$ cat config.mk
export PLATFORM = sky130hd
export DESIGN_NAME = ckmfb_front
export DESIGN_NICKNAME = d
export VERILOG_FILES = /design/src/hw/rtl/ckmfb_pkg.sv /design/src/hw/rtl/ckmfb_front.sv
export SDC_FILE = /design/constraint.sdc
export NUM_CORES = 1
export LEC_CHECK = 0
export BUFFER_PORTS_ARGS = -buffer_cell sky130_fd_sc_hd__buf_2
export CORE_MARGIN = 8
export CORE_UTILIZATION = 59
export DETAILED_ROUTE_END_ITERATION = 7
export PLACE_DENSITY = 0.86
export SYNTH_ARGS = -nofsm -noshare
export SYNTH_HDL_FRONTEND = slang
export SYNTH_SLANG_ARGS = --single-unit
$ cat constraint.sdc
create_clock -name aclk -period 8.2 [get_ports aclk]
set_clock_uncertainty 0.1 [all_clocks]
set_input_delay 1.23 -clock aclk [delete_from_list [all_inputs] [get_ports aclk]]
set_output_delay 1.23 -clock aclk [all_outputs]
set_load 0.02 [all_outputs]
$ cat src/hw/rtl/ckmfb_pkg.sv
// shared types, codes and helpers for the color-keyed mono frame buffer
// no dependencies; imported by the front end, the back end and the top level
package ckmfb_pkg;

    localparam int POS_W      = 10;
    localparam int COLOR_W    = 8;
    localparam int DIM_W      = 10;
    localparam int ROT_W      = 2;
    localparam int KIND_W     = 2;
    localparam int BYTE_W     = 8;
    localparam int BIT_IDX_W  = 3;
    localparam int OUT_ADDR_W = 15;
    localparam int COUNT_W    = 20;
    localparam int CFG_IDX_W  = 3;
    localparam int CFG_DATA_W = 10;

    // pixel 0 of a byte sits in the msb
    localparam logic [BYTE_W-1:0] LEFT_PIXEL_MASK = 8'h80;

    // quarter turns
    localparam logic [ROT_W-1:0] ROT_NONE = 2'd0;
    localparam logic [ROT_W-1:0] ROT_90   = 2'd1;
    localparam logic [ROT_W-1:0] ROT_180  = 2'd2;
    localparam logic [ROT_W-1:0] ROT_270  = 2'd3;

    localparam logic [DIM_W-1:0] PANEL_DIM_RESET = 10'd512;

    typedef enum logic [KIND_W-1:0] {
        OP_DRAW  = 2'd0,
        OP_READ  = 2'd1,
        OP_CLEAR = 2'd2,
        OP_NOP   = 2'd3
    } op_t;

    typedef enum logic [CFG_IDX_W-1:0] {
        REG_KEY_RED      = 3'd0,
        REG_KEY_GREEN    = 3'd1,
        REG_KEY_BLUE     = 3'd2,
        REG_ROTATION     = 3'd3,
        REG_PANEL_WIDTH  = 3'd4,
        REG_PANEL_HEIGHT = 3'd5
    } reg_idx_t;

    typedef struct packed {
        logic [COLOR_W-1:0] key_red;
        logic [COLOR_W-1:0] key_green;
        logic [COLOR_W-1:0] key_blue;
        logic [ROT_W-1:0]   rotation;
        logic [DIM_W-1:0]   panel_width;
        logic [DIM_W-1:0]   panel_height;
    } cfg_t;

    // classified item, as it travels from the front to the back
    typedef struct packed {
        op_t                   op;
        logic                  on;
        logic                  hit;
        logic [BIT_IDX_W-1:0]  bit_idx;
        logic [OUT_ADDR_W-1:0] out_addr;
    } cmd_t;

    typedef enum logic [1:0] {
        ST_SWEEP,
        ST_IDLE,
        ST_MODIFY
    } back_state_t;

    function automatic logic [COUNT_W-1:0] bump(input logic [COUNT_W-1:0] c);
        return (&c) ? c : c + COUNT_W'(1);
    endfunction

endpackage

$ cat src/hw/rtl/ckmfb_front.sv
// front end: accepts items, matches the key color, rotates and bounds checks,
// then forms the byte address and bit index; depends on ckmfb_pkg
module ckmfb_front #(
    parameter int MAX_WIDTH  = 512,
    parameter int MAX_HEIGHT = 512,
    parameter int ADDR_W     = 15
) (
    input  logic                              aclk,
    input  logic                              aresetn,
    input  ckmfb_pkg::cfg_t                   cfg,
    input  logic                              accept_en,
    input  logic                              in_valid,
    output logic                              in_ready,
    input  logic [ckmfb_pkg::KIND_W-1:0]      in_kind,
    input  logic [ckmfb_pkg::POS_W-1:0]       in_pos_x,
    input  logic [ckmfb_pkg::POS_W-1:0]       in_pos_y,
    input  logic [ckmfb_pkg::COLOR_W-1:0]     in_red,
    input  logic [ckmfb_pkg::COLOR_W-1:0]     in_green,
    input  logic [ckmfb_pkg::COLOR_W-1:0]     in_blue,
    input  logic [ckmfb_pkg::OUT_ADDR_W-1:0]  in_read_address,
    output logic                              q_valid,
    input  logic                              q_ready,
    output ckmfb_pkg::cmd_t                   q_cmd,
    output logic [ADDR_W-1:0]                 q_addr
);
    import ckmfb_pkg::*;

    localparam int XW          = $clog2(MAX_WIDTH + 1);
    localparam int YW          = $clog2(MAX_HEIGHT + 1);
    localparam int DW0         = (XW > YW) ? XW : YW;
    localparam int DW          = (DW0 > POS_W + 1) ? DW0 : POS_W + 1;
    localparam int PW          = 2 * DW + 1;
    localparam int STRIDE_MAX  = (MAX_WIDTH + 7) / 8;
    localparam int STORE_BYTES = MAX_HEIGHT * STRIDE_MAX;
    localparam int RAW0        = (ADDR_W > OUT_ADDR_W) ? ADDR_W : OUT_ADDR_W;
    localparam int RAW         = RAW0 + 1;

    // stage 1: classify and rotate
    logic [DW-1:0] w_cfg, h_cfg, w, h, lw, lh, lx, ly, px, py;
    logic          inr, on;
    logic          load;

    logic                  s1_valid_reg, s1_valid_next;
    op_t                   s1_op_reg;
    logic                  s1_on_reg;
    logic                  s1_inr_reg;
    logic [DW-1:0]         s1_px_reg, s1_py_reg, s1_w_reg;
    logic [OUT_ADDR_W-1:0] s1_raddr_reg;

    always_comb begin
        w_cfg = DW'(cfg.panel_width);
        h_cfg = DW'(cfg.panel_height);
        w     = (w_cfg > DW'(MAX_WIDTH))  ? DW'(MAX_WIDTH)  : w_cfg;
        h     = (h_cfg > DW'(MAX_HEIGHT)) ? DW'(MAX_HEIGHT) : h_cfg;
        lw    = cfg.rotation[0] ? h : w;
        lh    = cfg.rotation[0] ? w : h;
        lx    = DW'(in_pos_x);
        ly    = DW'(in_pos_y);
        inr   = (lx < lw) && (ly < lh);
        on    = (in_red == cfg.key_red) && (in_green == cfg.key_green)
                && (in_blue == cfg.key_blue);
        case (cfg.rotation)
            ROT_90: begin
                px = w - DW'(1) - ly;
                py = lx;
            end
            ROT_180: begin
                px = w - DW'(1) - lx;
                py = h - DW'(1) - ly;
            end
            ROT_270: begin
                px = ly;
                py = h - DW'(1) - lx;
            end
            default: begin
                px = lx;
                py = ly;
            end
        endcase
    end

    assign in_ready = accept_en && (!s1_valid_reg || q_ready);
    assign load     = in_valid && in_ready;

    always_comb begin
        s1_valid_next = s1_valid_reg;
        if (load) begin
            s1_valid_next = 1'b1;
        end else if (q_ready) begin
            s1_valid_next = 1'b0;
        end
    end

    always_ff @(posedge aclk) begin
        if (!aresetn) begin
            s1_valid_reg <= 1'b0;
        end else begin
            s1_valid_reg <= s1_valid_next;
        end
    end

    always_ff @(posedge aclk) begin
        if (load) begin
            s1_op_reg    <= op_t'(in_kind);
            s1_on_reg    <= on;
            s1_inr_reg   <= inr;
            s1_px_reg    <= px;
            s1_py_reg    <= py;
            s1_w_reg     <= w;
            s1_raddr_reg <= in_read_address;
        end
    end

    // stage 2: byte address
    logic [DW-1:0]  stride;
    logic [PW-1:0]  pix_addr;
    logic [RAW-1:0] rd_ext;
    logic           pix_ok, rd_ok;

    always_comb begin
        stride   = (s1_w_reg + DW'(7)) >> 3;
        pix_addr = PW'(s1_py_reg) * PW'(stride) + PW'(s1_px_reg >> 3);
        pix_ok   = s1_inr_reg && (pix_addr < PW'(STORE_BYTES));
        rd_ext   = RAW'(s1_raddr_reg);
        rd_ok    = rd_ext < RAW'(STORE_BYTES);

        q_cmd.op       = s1_op_reg;
        q_cmd.bit_idx  = s1_px_reg[BIT_IDX_W-1:0];
        q_cmd.on       = 1'b0;
        q_cmd.hit      = 1'b0;
        q_cmd.out_addr = '0;
        q_addr         = '0;
        case (s1_op_reg)
            OP_DRAW: begin
                q_cmd.on  = s1_on_reg;
                q_cmd.hit = pix_ok;
                q_addr    = pix_addr[ADDR_W-1:0];
                if (pix_ok) begin
                    q_cmd.out_addr = pix_addr[OUT_ADDR_W-1:0];
                end
            end
            OP_READ: begin
                q_cmd.hit      = rd_ok;
                q_cmd.out_addr = s1_raddr_reg;
                q_addr         = rd_ext[ADDR_W-1:0];
            end
            default: begin
                q_cmd.hit = 1'b0;
            end
        endcase
    end

    assign q_valid = s1_valid_reg;

endmodule

==> metrics.md <==
| Metric | Value |
|---|---|
| Post-Syn Area per Cell | 8.58 sq um |
| Worst min path class | reg2reg |
| Largest net degree at the start of global routing | 52 |
| Period Utilization, post-route | 97.2% |
| Crit Path Max Fanout | 13 |
| Area leader, netlist | edfxtp_1 |
| Global route total overflow | 0 |
| CTS Buf Count | 5 |
| Relative slew slack | 30.4% |
| Share of the synthesized area in the top cell type | 18.2% |
| CTS sink count | 52 |
| Final Hold Viols | 0 |
| Fillers | 1111 |
| Worst-Margin Slew | 1040 ps |
| Dpl ws | 263 ps |
| Status | complete, no violations |
| Final setup fails | 0 |
| Starting Density | 60.4% |
| Die X | 135 um |
| DRC | 0 |
| Post-CTS Hold Fix Bufs | 0 |
| Core area | 13900 sq um |
| Simple-gate share of the synthesized area | 18.8% |
| Worst r2r dst | s1_w_reg[3] |
| Synth warn | 0 |
| Post-route design area | 9550 sq um |
| Slew Viols, Final | 0 |
| First-pass GRT wire length | 35600 um |
| Post-synth EDFFs | 51 |
| Die Area | 18300 sq um |
| WL per Instance | 17.1 um |
| Mapped Cells | 981 |
| Syn nets | 1247 |
| Nets | 1371 |
| Startpoint types | register |
| Root Buffer | clkbuf_16 |
| Share of layout cells above drive strength 1 | 17.5% |
| Diode count | 0 |
| Highest routed layer | met4 |
| I/O Buffers | 150 |
| Post-synthesis xor/xnor area fraction | 6.45% |
| Post-synth top flop | edfxtp_1 |
| Reg2reg path depth | 4 |
| Pre-antenna DRT Iters | 5 |
| Largest family of logic cells by synthesized area | adder cells |
| Gr usage total | 23.7% |
| VDD IR max | 0.000151 V |
| Synth-to-layout area growth | 13.4% |
| Adder-cell share of the synthesized area | 28.6% |
| DRT Wirelength | 21900 um |
| Clock latency on the worst-skew pair | 290 ps |
| Synth area leaders | edfxtp_1 (18%), fa_1 (15%), ha_1 (13%) |
| Met3 wire length | 1040 um |
| Fmax | 126 MHz |
| WP data required | 6870 ps |
| Lkg Pwr | 4.59 nW |
| Synth Area in Compound Gates | 15.9% |
| Largest register FFs | 15 |
| Setup CP Type | reg2out |
| Height of the die | 135 um |
| Mapped Area | 8420 sq um |
| Setup crit end | q_cmd[7] |
| Arr. time, crit path | 6640 ps |
| Initial DRC count | 362 |
| H-tree Lvls | 2 |
| R2R setup slack | 6310 ps |
| Clock buffer depth | 2 |
| Period minus WS final | 7970 ps |
| Crit. End Element | output port |
| Met2 WL | 10900 um |
| Via count | 7373 |
| Worst-path clk slew | 70 ps |
| Post-route non-filler standard cell count | 1286 |
| # IOs | 151 |
| FF+latch count, synth | 52 |
| CTS tree | yes |
| Synth unique cells | 65 |
| Placed cells | 1275 |
| Final WS setup | 232 ps |
| WL met1 | 9090 um |
| Mux contribution to synthesized area | 3.21% |
| Synth async-reset ratio | 0% |
| Final GP Congestion | 0.945 |
| Crit. Startpoint | s1_w_reg[4] |
| Vias/cell | 5.73 |
| Antenna violations before repair | 0 |
| Worst reg2reg path startpoint | q_valid |
| Sequential cell area fraction in the yosys report | 18.4% |
| Cell Rows | 43 |
| Max Cap Viol | 0 |
| Routed Antenna Nets | 0 |
| DP Wirelength | 18100 um |
| Vias in the first global route | 7491 |
| Pwr Density | 215 nW/um^2 |
| DP Area | 9240 sq um |
==> Yosys cell counts, types with 7 or more instances <==
master      n
a211oi_1    7
a21o_1     13
a21oi_1    59
a221oi_1   11
and2_1     52
and3_1     11
clkbuf_1   28
edfxtp_1   51
fa_1       64
ha_1       90
inv_1     148
mux2i_1    27
nand2_1    84
nand2b_1   24
nand3_1    13
nand4_1     8
nor2_1     40
nor2b_1    25
nor3_1     18
nor4_1     10
o21ai_0    37
or3_1       8
xnor2_1    30
xor2_1     32
==> routing by layer <==
metal  vias up  GRT usage (%)
met2       254           41.3
met5         -              0
met3        63           2.19
li1       3582              -
met4         0           11.0
met1      3474           29.1
==> final cells by class <==
| class | count | area [sq um] | area share, % |
|---|---|---|---|
| Tap cell | 180 | 225 | 2.36 |
| Clock inverter | 2 | 38.8 | 0.406 |
| Sequential cell | 52 | 1550 | 16.2 |
| Inverter | 148 | 556 | 5.82 |
| Multi-Input combinational cell | 743 | 6250 | 65.5 |
| Clock buffer | 6 | 139 | 1.45 |
| Timing Repair Buffer | 155 | 788 | 8.26 |
==> worst min-delay path by stage <==
stage,start,endpoint,slack [ps],cells after the start
after floorplan,q_valid,q_valid,470,2
after CTS,q_valid,q_valid,430,2
final,q_valid,q_valid,440,2
after global routing,q_valid,q_valid,470,2
after global placement,q_valid,q_valid,400,2
after detailed placement,q_valid,q_valid,420,2
==> metrics by stage <==
stage          power, mW  TNS [ps]  utilization, %  hold WS [ps]
2_1_floorplan       1.42         0               -           467
3_3_place_gp        1.72         0            66.3           404
3_5_place_dp        1.76         0            66.3           419
4_1_cts             2.02         0            67.6           430
5_1_grt             2.25      -199            68.5           472
6_report            2.05         0            68.5           435
==> power breakdown <==
| part | switching, mW | internal [mW] |
|---|---|---|
| clock | 0.0925 | 0.153 |
| sequential | 0.0179 | 0.315 |
| combinational | 0.891 | 0.585 |
==> layout by cell type, fill, tap and decap left out, types with 10 or more instances in the layout <==
| cell type | synthesis | routed |
|---|---|---|
| a21o_1 | 13 | 13 |
| a21oi_1 | 59 | 58 |
| a221oi_1 | 11 | 11 |
| and2_1 | 52 | 52 |
| and3_1 | 11 | 11 |
| buf_2 | 0 | 150 |
| edfxtp_1 | 51 | 51 |
| fa_1 | 64 | 64 |
| ha_1 | 90 | 90 |
| inv_1 | 148 | 147 |
| mux2i_1 | 27 | 27 |
| nand2_1 | 84 | 84 |
| nand2b_1 | 24 | 24 |
| nand3_1 | 13 | 12 |
| nor2_1 | 40 | 38 |
| nor2b_1 | 25 | 25 |
| nor3_1 | 18 | 17 |
| nor4_1 | 10 | 10 |
| o21ai_0 | 37 | 37 |
| xnor2_1 | 30 | 26 |
| xor2_1 | 32 | 31 |
==> worst max-delay path, cell delays in order (launching register included) <==
cell       delay, ps
edfxtp_1         430
nand3_1          120
nor2_2           230
nand4_1          110
buf_4            180
xnor2_4          160
and2_1           200
fa_1             510
inv_1             60
fa_1             530
inv_1             50
fa_1             520
inv_1             50
fa_1             520
inv_1             40
ha_1             390
a21oi_2          230
o21ai_2           70
a221o_1          340
or3_4            380
a2111oi_4        430
nand2_4          200
o32ai_1          350
buf_2            220
==> repair_timing <==
item / in CTS / in global routing
setup buffers: 0 / 3
setup endpoints to repair: 2 / 14
gates resized for setup: 1 / 15
pin swaps: 0 / 2
==> cell families after synthesis <==
group / Yosys count
compound gates: 194
xor+xnor: 62
fa+ha+maj: 154
buf+inv: 186
flops: 52
mux: 27
simple gates: 306
Note: power is estimated with default switching activity, not from simulation.
