`src/hw/rtl/ckmfb_queue.sv`:
```
// two-entry fifo that decouples the front end from the store back end
// depends on ckmfb_pkg only by convention; payload is an opaque vector
module ckmfb_queue #(
    parameter int WIDTH = 32
) (
    input  logic             aclk,
    input  logic             aresetn,
    input  logic             push_valid,
    output logic             push_ready,
    input  logic [WIDTH-1:0] push_data,
    output logic             pop_valid,
    input  logic             pop_ready,
    output logic [WIDTH-1:0] pop_data
);
    localparam int DEPTH = 2;
    localparam int PTR_W = $clog2(DEPTH);
    localparam int CNT_W = $clog2(DEPTH + 1);

    logic [WIDTH-1:0] slot_reg [DEPTH];
    logic [PTR_W-1:0] wr_ptr_reg, wr_ptr_next, rd_ptr_reg, rd_ptr_next;
    logic [CNT_W-1:0] count_reg, count_next;
    logic             push, pop;

    assign push_ready = count_reg != CNT_W'(DEPTH);
    assign pop_valid  = count_reg != '0;
    assign pop_data   = slot_reg[rd_ptr_reg];
    assign push       = push_valid && push_ready;
    assign pop        = pop_valid && pop_ready;

    always_comb begin
        wr_ptr_next = push ? wr_ptr_reg + PTR_W'(1) : wr_ptr_reg;
        rd_ptr_next = pop ? rd_ptr_reg + PTR_W'(1) : rd_ptr_reg;
        count_next  = count_reg;
        if (push && !pop) begin
            count_next = count_reg + CNT_W'(1);
        end else if (pop && !push) begin
            count_next = count_reg - CNT_W'(1);
        end
    end

    always_ff @(posedge aclk) begin
        if (!aresetn) begin
            wr_ptr_reg <= '0;
            rd_ptr_reg <= '0;
            count_reg  <= '0;
        end else begin
            wr_ptr_reg <= wr_ptr_next;
            rd_ptr_reg <= rd_ptr_next;
            count_reg  <= count_next;
        end
    end

    always_ff @(posedge aclk) begin
        if (push) begin
            slot_reg[wr_ptr_reg] <= push_data;
        end
    end

endmodule

```
`config.mk`:
```
export PLATFORM = sky130hd
export DESIGN_NAME = ckmfb_queue
export DESIGN_NICKNAME = d
export VERILOG_FILES = /design/src/hw/rtl/ckmfb_queue.sv
export SDC_FILE = /design/constraint.sdc
export NUM_CORES = 1
export LEC_CHECK = 0
export BUFFER_PORTS_ARGS = -buffer_cell sky130_fd_sc_hd__buf_4
export CORE_ASPECT_RATIO = 0.5
export CORE_MARGIN = 10
export CORE_UTILIZATION = 35
export DETAILED_ROUTE_END_ITERATION = 10
export HOLD_SLACK_MARGIN = 0.15
export PLACE_DENSITY = 0.67
export SLEW_MARGIN = 20
export SYNTH_ARGS = -nofsm -noshare
export SYNTH_HDL_FRONTEND = slang
export SYNTH_SLANG_ARGS = --single-unit
```
`constraint.sdc`:
```
create_clock -name aclk -period 2.1 [get_ports aclk]
set_input_delay 0.21 -clock aclk [delete_from_list [all_inputs] [get_ports aclk]]
set_output_delay 0.21 -clock aclk [all_outputs]
set_load 0.1 [all_outputs]
```
==> results of run 1 <==
-- per-layer routing --
metal	global-route usage [%]	up-vias	routed length, um
li1	-	707	-
met1	9.21	735	2020
met2	17.4	28	2910
met3	4.23	7	216
met4	4.00	0	68
met5	0	-	0
-- final timing paths --
| kind | start | cells after the start | slack, ns | endpoint |
|---|---|---|---|---|
| max | register | 3 | 0.36 | pop_data[16] |
| min | push_valid | 3 | 0.24 | wr_ptr_reg |
| max reg2reg | count_reg[0] | 5 | 0.53 | count_reg[1] |
| min reg2reg | count_reg[1] | 2 | 0.56 | count_reg[1] |
-- critical path, cell delays in order, from the launching register on --
cell,delay (ns)
sky130_fd_sc_hd__dfxtp_1,0.32
sky130_fd_sc_hd__buf_4,0.27
sky130_fd_sc_hd__mux2_2,0.37
sky130_fd_sc_hd__buf_4,0.23
-- through the flow --
step	power, mW	cell area, um2
6_report	5.78	3810
4_1_cts	5.85	3810
3_3_place_gp	4.40	3200
3_5_place_dp	4.43	3200
5_1_grt	6.00	3810
2_1_floorplan	3.90	2550
-- power by group --
part	internal (mW)	total, mW	leakage, nW	switching (mW)
clock	0.859	1.35	0.137	0.490
sequential	1.72	1.78	0.639	0.0611
combinational	0.662	2.64	0.681	1.98
total	3.25	5.78	1.46	2.53
-- layout by cell type (no fill, tap or decap), types with 2 or more instances in the layout --
cell type	count
sky130_fd_sc_hd__and2_1	4
sky130_fd_sc_hd__buf_4	75
sky130_fd_sc_hd__clkbuf_1	3
sky130_fd_sc_hd__clkbuf_16	9
sky130_fd_sc_hd__clkbuf_8	2
sky130_fd_sc_hd__clkinv_2	2
sky130_fd_sc_hd__dfxtp_1	5
sky130_fd_sc_hd__dlygate4sd3_1	33
sky130_fd_sc_hd__edfxtp_1	64
sky130_fd_sc_hd__mux2_1	2
sky130_fd_sc_hd__mux2_2	30
sky130_fd_sc_hd__xnor2_1	2
-- kinds of logic (layout without fill, tap and decap cells) --
| group | after synthesis | count (layout) | share of synthesized area (%) |
|---|---|---|---|
| buffers and inverters | 5 | 125 | 1.18 |
| multiplexers | 32 | 32 | 14.1 |
| adder cells (fa/ha/maj) | 1 | 1 | 0.490 |
| AO/OA/AOI/OAI | 5 | 5 | 1.37 |
| XOR/XNOR | 3 | 3 | 1.03 |
| AND/OR/NAND/NOR | 9 | 9 | 2.55 |
| flip-flops | 69 | 69 | 79.3 |
-- area by class of cell --
type / count / area (um2) / share of cell area, %
multi-input combinational: 50 / 499 / 13.1
clock buffer: 14 / 264 / 6.93
inverter: 1 / 3.75 / 0.0986
timing repair buffer: 108 / 893 / 23.5
sequential: 69 / 2020 / 53.1
tap: 92 / 115 / 3.02
clock inverter: 2 / 10.0 / 0.263
-- repair_timing --
| action | CTS | global route |
|---|---|---|
| gates resized for setup | 0 | 0 |
| hold buffers | 33 | 0 |
| hold endpoints to repair | 67 | 0 |
==> impl_summary.md, run 1 <==
Status
The run finished with clean final reports.

GRT
The pin count of the biggest net entering global routing is 20. The first global-routing pass estimated 8.18 mm of wire. The via count of the first global-routing pass is ~1.6k. The number of antenna violations at the first check in global routing is 0.

For this run the aggregate overflow at the end of global routing stands at 0. The global routing usage summed across all routing layers is 9.45%.

Flow run
The max-capacitance violation count is 0.

Synthesis
The post-synthesis sequential area ratio is just under 80%. In the synthesized netlist, the number of instances is 124. The synthesis-stage register bit count is ~70.

By area the synthesized netlist is led by sky130_fd_sc_hd__edfxtp_1 75%, sky130_fd_sc_hd__mux2_2 13%, sky130_fd_sc_hd__dfxtp_1 3.9%. Yosys mapped the design onto 21 distinct sky130hd cell types. sky130_fd_sc_hd__edfxtp_1 takes more of the synthesized area than any other cell. A synthesized cell averages 20.6 um2.

The top cell type by area accounts for 75.3% of the synthesized area. Counting flops with a built-in enable in the synthesized netlist gives 64. Synthesis produced a netlist with a net count of 161. During synthesis, Yosys emitted a total of 0 warnings. In the synthesized netlist the dominant register cell turns out to be sky130_fd_sc_hd__edfxtp_1. The mapped netlist covers roughly 0.0026 mm2. The most frequently used cell type in the post-synthesis netlist is sky130_fd_sc_hd__edfxtp_1. In the synthesized netlist the async set-or-reset flop fraction comes to 0%. The commonest cells after synthesis are 64 x sky130_fd_sc_hd__edfxtp_1, 30 x sky130_fd_sc_hd__mux2_2, 5 x sky130_fd_sc_hd__dfxtp_1.

Timing
Counting I/O delays and the setup requirement, the final critical path takes 1.74 ns. Setup violations remaining at the end of the flow were counted as 0. The worst path uses 82.9% of the clock period.

Setup total negative slack on the finished layout was measured at 0 ns. The achievable frequency is 575 MHz. For the pin with the worst max-slew slack, the measured transition is 0.292 ns. The final count of pins violating max slew is 0. The clock tree skew after final layout is 0.00438 ns.

The remaining max-slew budget at the tightest pin is 80.7%. The tightest hold path in the finished design has a slack of 0.238 ns. Setup repair after global routing left no endpoint under its margin.

The count of final hold-check violations is 0. Setup slack on the critical path of the routed design comes to ~0.36 ns.

Place
Summed over all nets, the half-perimeter wirelength after detailed placement is between 3 and 4 mm. Before CTS, the worst setup slack after placement is 0.532 ns. The final weighted congestion in routability-driven placement is 0.693. Once placement completed, the tool counted placed cells totaling 287. During placement, the flow inserted port buffers numbering just under 70.

Routing
The residual antenna-violating net count after detailed routing is 0. The routed layout has 1477 vias. The first routing iteration left 56 violations. The first TritonRoute pass finished after 4 iterations. The number of DRC violations after detailed routing is 0. The detailed-route vias per instance is 4.40. The wire length per cell after detailed routing is 15.5 um. The sum of routed wire length over all layers is between 5 and 6 mm.

Floorplan
From left edge to right edge, the die measures 141 um. The core region is 0.00688 mm2. In this run the count of I/O pins placed on the die edge is 70.

The die covers 0.0113 mm2. The die is 80.4 um tall. The initialized floorplan defines 21 standard-cell rows. The initial utilization of the core area, before any placement, comes to 37.1%.

Worst setup path
The worst setup path is captured at a primary output. The worst setup path is launched from a register. The required arrival time at the worst endpoint is 1.89 ns. Data arrives at the worst endpoint at between 1.5 and 2 ns. Along the worst path, the maximum fanout reaches 19.

The setup path with the least slack is of type reg -> out.

Clock network
In this run the clock root is driven by a sky130_fd_sc_hd__clkbuf_16. No sink is reached through more buffers than the 2 on the longest clock path. The clock input transition at the sequential cells of the worst setup and hold paths is 0.05 ns. CTS built an H-tree with a depth of 3. The later pin in the worst-skew pair is clocked with a latency of 0.32 ns. CTS saw 69 sinks.

Buffers added to address setup during post-CTS repair amount to 0. The number of buffers created by CTS is 9. TritonCTS built the clock tree.

Final layout
The count of antenna diodes in the layout is 0. The growth of design area from synthesis to finish is 49.2%. The proportion of layout cells with a drive suffix above 1 is ~50%. The finished layout holds 336 standard cells, fillers aside.

At the end of the flow, the number of nets in the layout was 276. The filler cell count in the final layout is 555. The register with the most flip-flops in the layout has 64 of them. Cells fill 55.3% of the core in the end.

Min path
The min-delay analysis places its worst path in the category in -> reg.

Power
The peak supply drop is 1.23 mV. The leakage power is 1.46 nW. For this design the ratio of total power to cell area is 1520 mW/mm2.
(Power assumes the default switching activity.)
==> run 2: changes to the inputs <==
Clock period 2.1 ns to 1.7 ns, I/O delays scaled along.
==> impl_summary.md, run 2 (synthesized netlist as in run 1, its figures left out) <==
Timing
The aggregate negative setup slack is 0 ns (unchanged). The final count of pins violating max slew came to 0 (unchanged). The clock tree skew after final layout is 0.00436 ns (-0.0000220 ns). Of the available clock period, the critical path in the final layout requires a little over nine tenths.

The slew at the pin with the worst max-slew slack was 0.279 ns (-0.0127 ns). The setup violation total in the final timing report is 0 (unchanged). Setup repair after global routing left no endpoint under its margin.

The remaining max-slew budget at the tightest pin is 81.4% (+0.69 points). Derived from the worst setup path, the maximum achievable clock frequency is slightly above 600 MHz. The smallest clock period supported by the final layout is computed as 1.63 ns. The count of final hold-check violations is 0 (unchanged).

Clock network
The insertion delay of the later-clocked pin in the worst-skew pair was 0.32 ns (about the same). The clock root buffer master is sky130_fd_sc_hd__clkbuf_16. TritonCTS built the clock tree. The total number of H-tree levels is 3 (unchanged). The clock input transition at the sequential cells of the worst setup and hold paths is 0.05 ns (about the same).

The number of post-CTS setup repair buffers was 0 (unchanged). The maximum buffer depth of the clock tree is 2 (unchanged). The number of buffers created by CTS is 9 (unchanged).

The number of clock sinks came to 69 (unchanged).

Final layout
The filler cell count in the final layout is 530 (-4.5%). The count of antenna diodes in the layout is 0 (unchanged). The flip-flop count of the largest register, all copies and words added is 64 (unchanged). The library cell used most frequently in the layout, excluding fill and tap cells, is sky130_fd_sc_hd__edfxtp_1. The area of the multi-input gates is 503 um2 (+0.75%).

The sequential cell area is 0.00203 mm2 (+0.25%). The proportion of layout cells with a drive suffix above 1 is 51.6% (+2.0 points). In the layout the commonest cells are 64 x sky130_fd_sc_hd__edfxtp_1, 58 x sky130_fd_sc_hd__buf_4, 33 x sky130_fd_sc_hd__dlygate4sd3_1. The growth of design area from synthesis to finish is 55.0%.

The number of nets in the final layout is 276 (unchanged). The post-route non-filler standard cell count is 336 (unchanged).

Routing
The sum of routed wire length over all layers is 5.54 mm (+6.2%). The detailed-route vias per instance was 4.37 (-0.68%). The first-iteration detailed-routing DRC count came to 108 (+93%). The wire length per cell after detailed routing came to 16.5 um (+6.2%). The total number of vias is 1467 (-0.68%). The residual antenna-violating net count after detailed routing is 0 (unchanged).

The first-pass iteration count of the detailed router is 6 (+2). The number of DRC violations after detailed routing is 0 (unchanged).

Place
The total half-perimeter wirelength after legalization and detailed placement is 3.60 mm (-0.19%). The number of input and output port buffers inserted is 69 (unchanged). The final weighted congestion in routability-driven placement is 0.729 (+5.2%). The total instance count after detailed placement came to 286 (-0.35%).

Worst setup path
The kind of cell with the highest combined delay on the critical path is buffers and inverters. The worst setup path is captured at a primary output. The critical path buffer and inverter count came to 2 (unchanged). The required arrival time at the worst endpoint was 1.53 ns (-0.36 ns).

The signal on the critical path passes through buf_12, mux2_2, buf_4. The worst flop-to-flop path endpoint is count_reg[1]. The cell type of the slowest stage on the worst timing path is sky130_fd_sc_hd__dfxtp_4. The critical path class is reg -> out. The endpoint arrival time on the critical path came to 1.46 ns (-0.07 ns). The internal reg-to-reg setup slack is 0.17 ns (-0.36 ns). The critical register-to-register path startpoint is count_reg[1]. The highest net fanout along the worst path is 14 (-5). The worst reg-to-reg path cell count was 5 (unchanged). STA classifies the critical path startpoint as a register. The maximum single-stage delay on the critical path is 0.39 ns (+0.02 ns).

Floorplan
The die outline width is 141 um (unchanged). The number of top-level pins is 70 (unchanged). The vertical die dimension is 80.4 um (unchanged). The initial standard-cell utilization of the core is 37.1% (unchanged). The floorplan core area is 0.00688 mm2 (unchanged). The floorplan die area is 0.0113 mm2 (unchanged).

The site row count is 21 (unchanged).

GRT
The number of antenna violations at the first check in global routing is 0 (unchanged). The wire length of the first global-routing pass was 8.55 mm (+4.5%). The aggregate global routing overflow was 0 (unchanged).

The via count of the first global-routing pass is 1632 (-0.73%). The pin count of the biggest net entering global routing was 29 (+45%). The global routing usage summed across all routing layers is 9.81% (+0.36 points).

Min path
The worst hold path belongs to the class in -> reg. The startpoint of the worst hold path is push_valid. The path with the worst hold slack has its endpoint at wr_ptr_reg. The worst hold path stage count came to 3 (unchanged).

Power
The leakage power is 1.50 nW (+2.9%). The total power per unit cell area is 1910 mW/mm2 (+26%). The peak supply drop came to 0.866 mV (-29%).

Flow run
The max-capacitance violation count came to 0 (unchanged).

Status
The flow ran to the end, and the final reports show no timing, DRC or antenna violations.
[run 2: cell types whose count changed in the layout (fill, tap and decap cells not counted), moves of 2 or more]
cell and change:
sky130_fd_sc_hd__dfxtp_1 -2, sky130_fd_sc_hd__buf_6 +13, sky130_fd_sc_hd__clkbuf_1 -2, sky130_fd_sc_hd__buf_4 -17, sky130_fd_sc_hd__buf_12 +2, sky130_fd_sc_hd__bufinv_16 +2, sky130_fd_sc_hd__clkbuf_8 -2, sky130_fd_sc_hd__clkinv_1 +2
[run 2: timing repair]
| action | 4_1_cts | 5_1_grt |
|---|---|---|
| resized for setup | 17 | 1 |
| hold buffers | 33 | 0 |
| gates cloned | 1 | 0 |
| endpoints found under the hold margin | 69 | 0 |
| endpoints found under the setup margin | 7 | 13 |
[run 2: layout make-up]
| class | instances | area share (%) |
|---|---|---|
| clock inverter | 6 | 1.96 |
| multi-input combinational | 50 | 12.7 |
| timing repair buffer | 108 | 25.2 |
| tap | 92 | 2.91 |
| clock buffer | 10 | 5.79 |
| sequential | 69 | 51.3 |
| inverter | 1 | 0.190 |
[run 2: where the power goes]
| group | internal, mW | leakage [nW] | total, mW | switching (mW) |
|---|---|---|---|---|
| clock network | 1.27 | 0.151 | 1.88 | 0.610 |
| logic | 0.969 | 0.708 | 3.45 | 2.48 |
| registers | 2.14 | 0.640 | 2.24 | 0.102 |
| total | 4.37 | 1.50 | 7.56 | 3.19 |
[run 2: worst reg2reg max path, stage by stage (launching register included)]
cell	delay (ns)
sky130_fd_sc_hd__dfxtp_1	0.42
sky130_fd_sc_hd__nand2b_4	0.09
sky130_fd_sc_hd__and2_4	0.14
sky130_fd_sc_hd__ha_1	0.33
sky130_fd_sc_hd__or3_1	0.35
sky130_fd_sc_hd__a21boi_1	0.13
[run 2: routing by layer]
metal	GRT usage (%)	routed length, um
met1	9.52	2100
met2	19.0	3180
met3	3.52	208
met4	3.69	50
met5	0	0
[run 2: how the worst max path moves through the flow]
stage | cells after the start | to | from | slack (ns)
2_1_floorplan | 3 | slot_reg[0][0] | count_reg[0] | 0.003
3_3_place_gp | 5 | count_reg[1] | count_reg[0] | 0.23
3_5_place_dp | 5 | count_reg[1] | count_reg[0] | 0.18
4_1_cts | 3 | pop_data[18] | register | 0.008
5_1_grt | 3 | pop_data[27] | register | 0.02
6_report | 3 | pop_data[15] | register | 0.07
[run 2: metrics by stage]
stage / hold WS (ns) / instance area, um2 / power (mW) / worst slack, ns / utilization, %
finish: 0.189 / 3950 / 7.56 / 0.0708 / 57.4
global route: 0.197 / 3950 / 7.84 / 0.0199 / 57.4
CTS: 0.186 / 3950 / 7.64 / 0.00822 / 57.4
detailed placement: 0.359 / 3230 / 5.52 / 0.176 / 46.9
global placement: 0.355 / 3230 / 5.48 / 0.226 / 46.9
floorplan: 0.269 / 2560 / 4.83 / 0.00306 / -
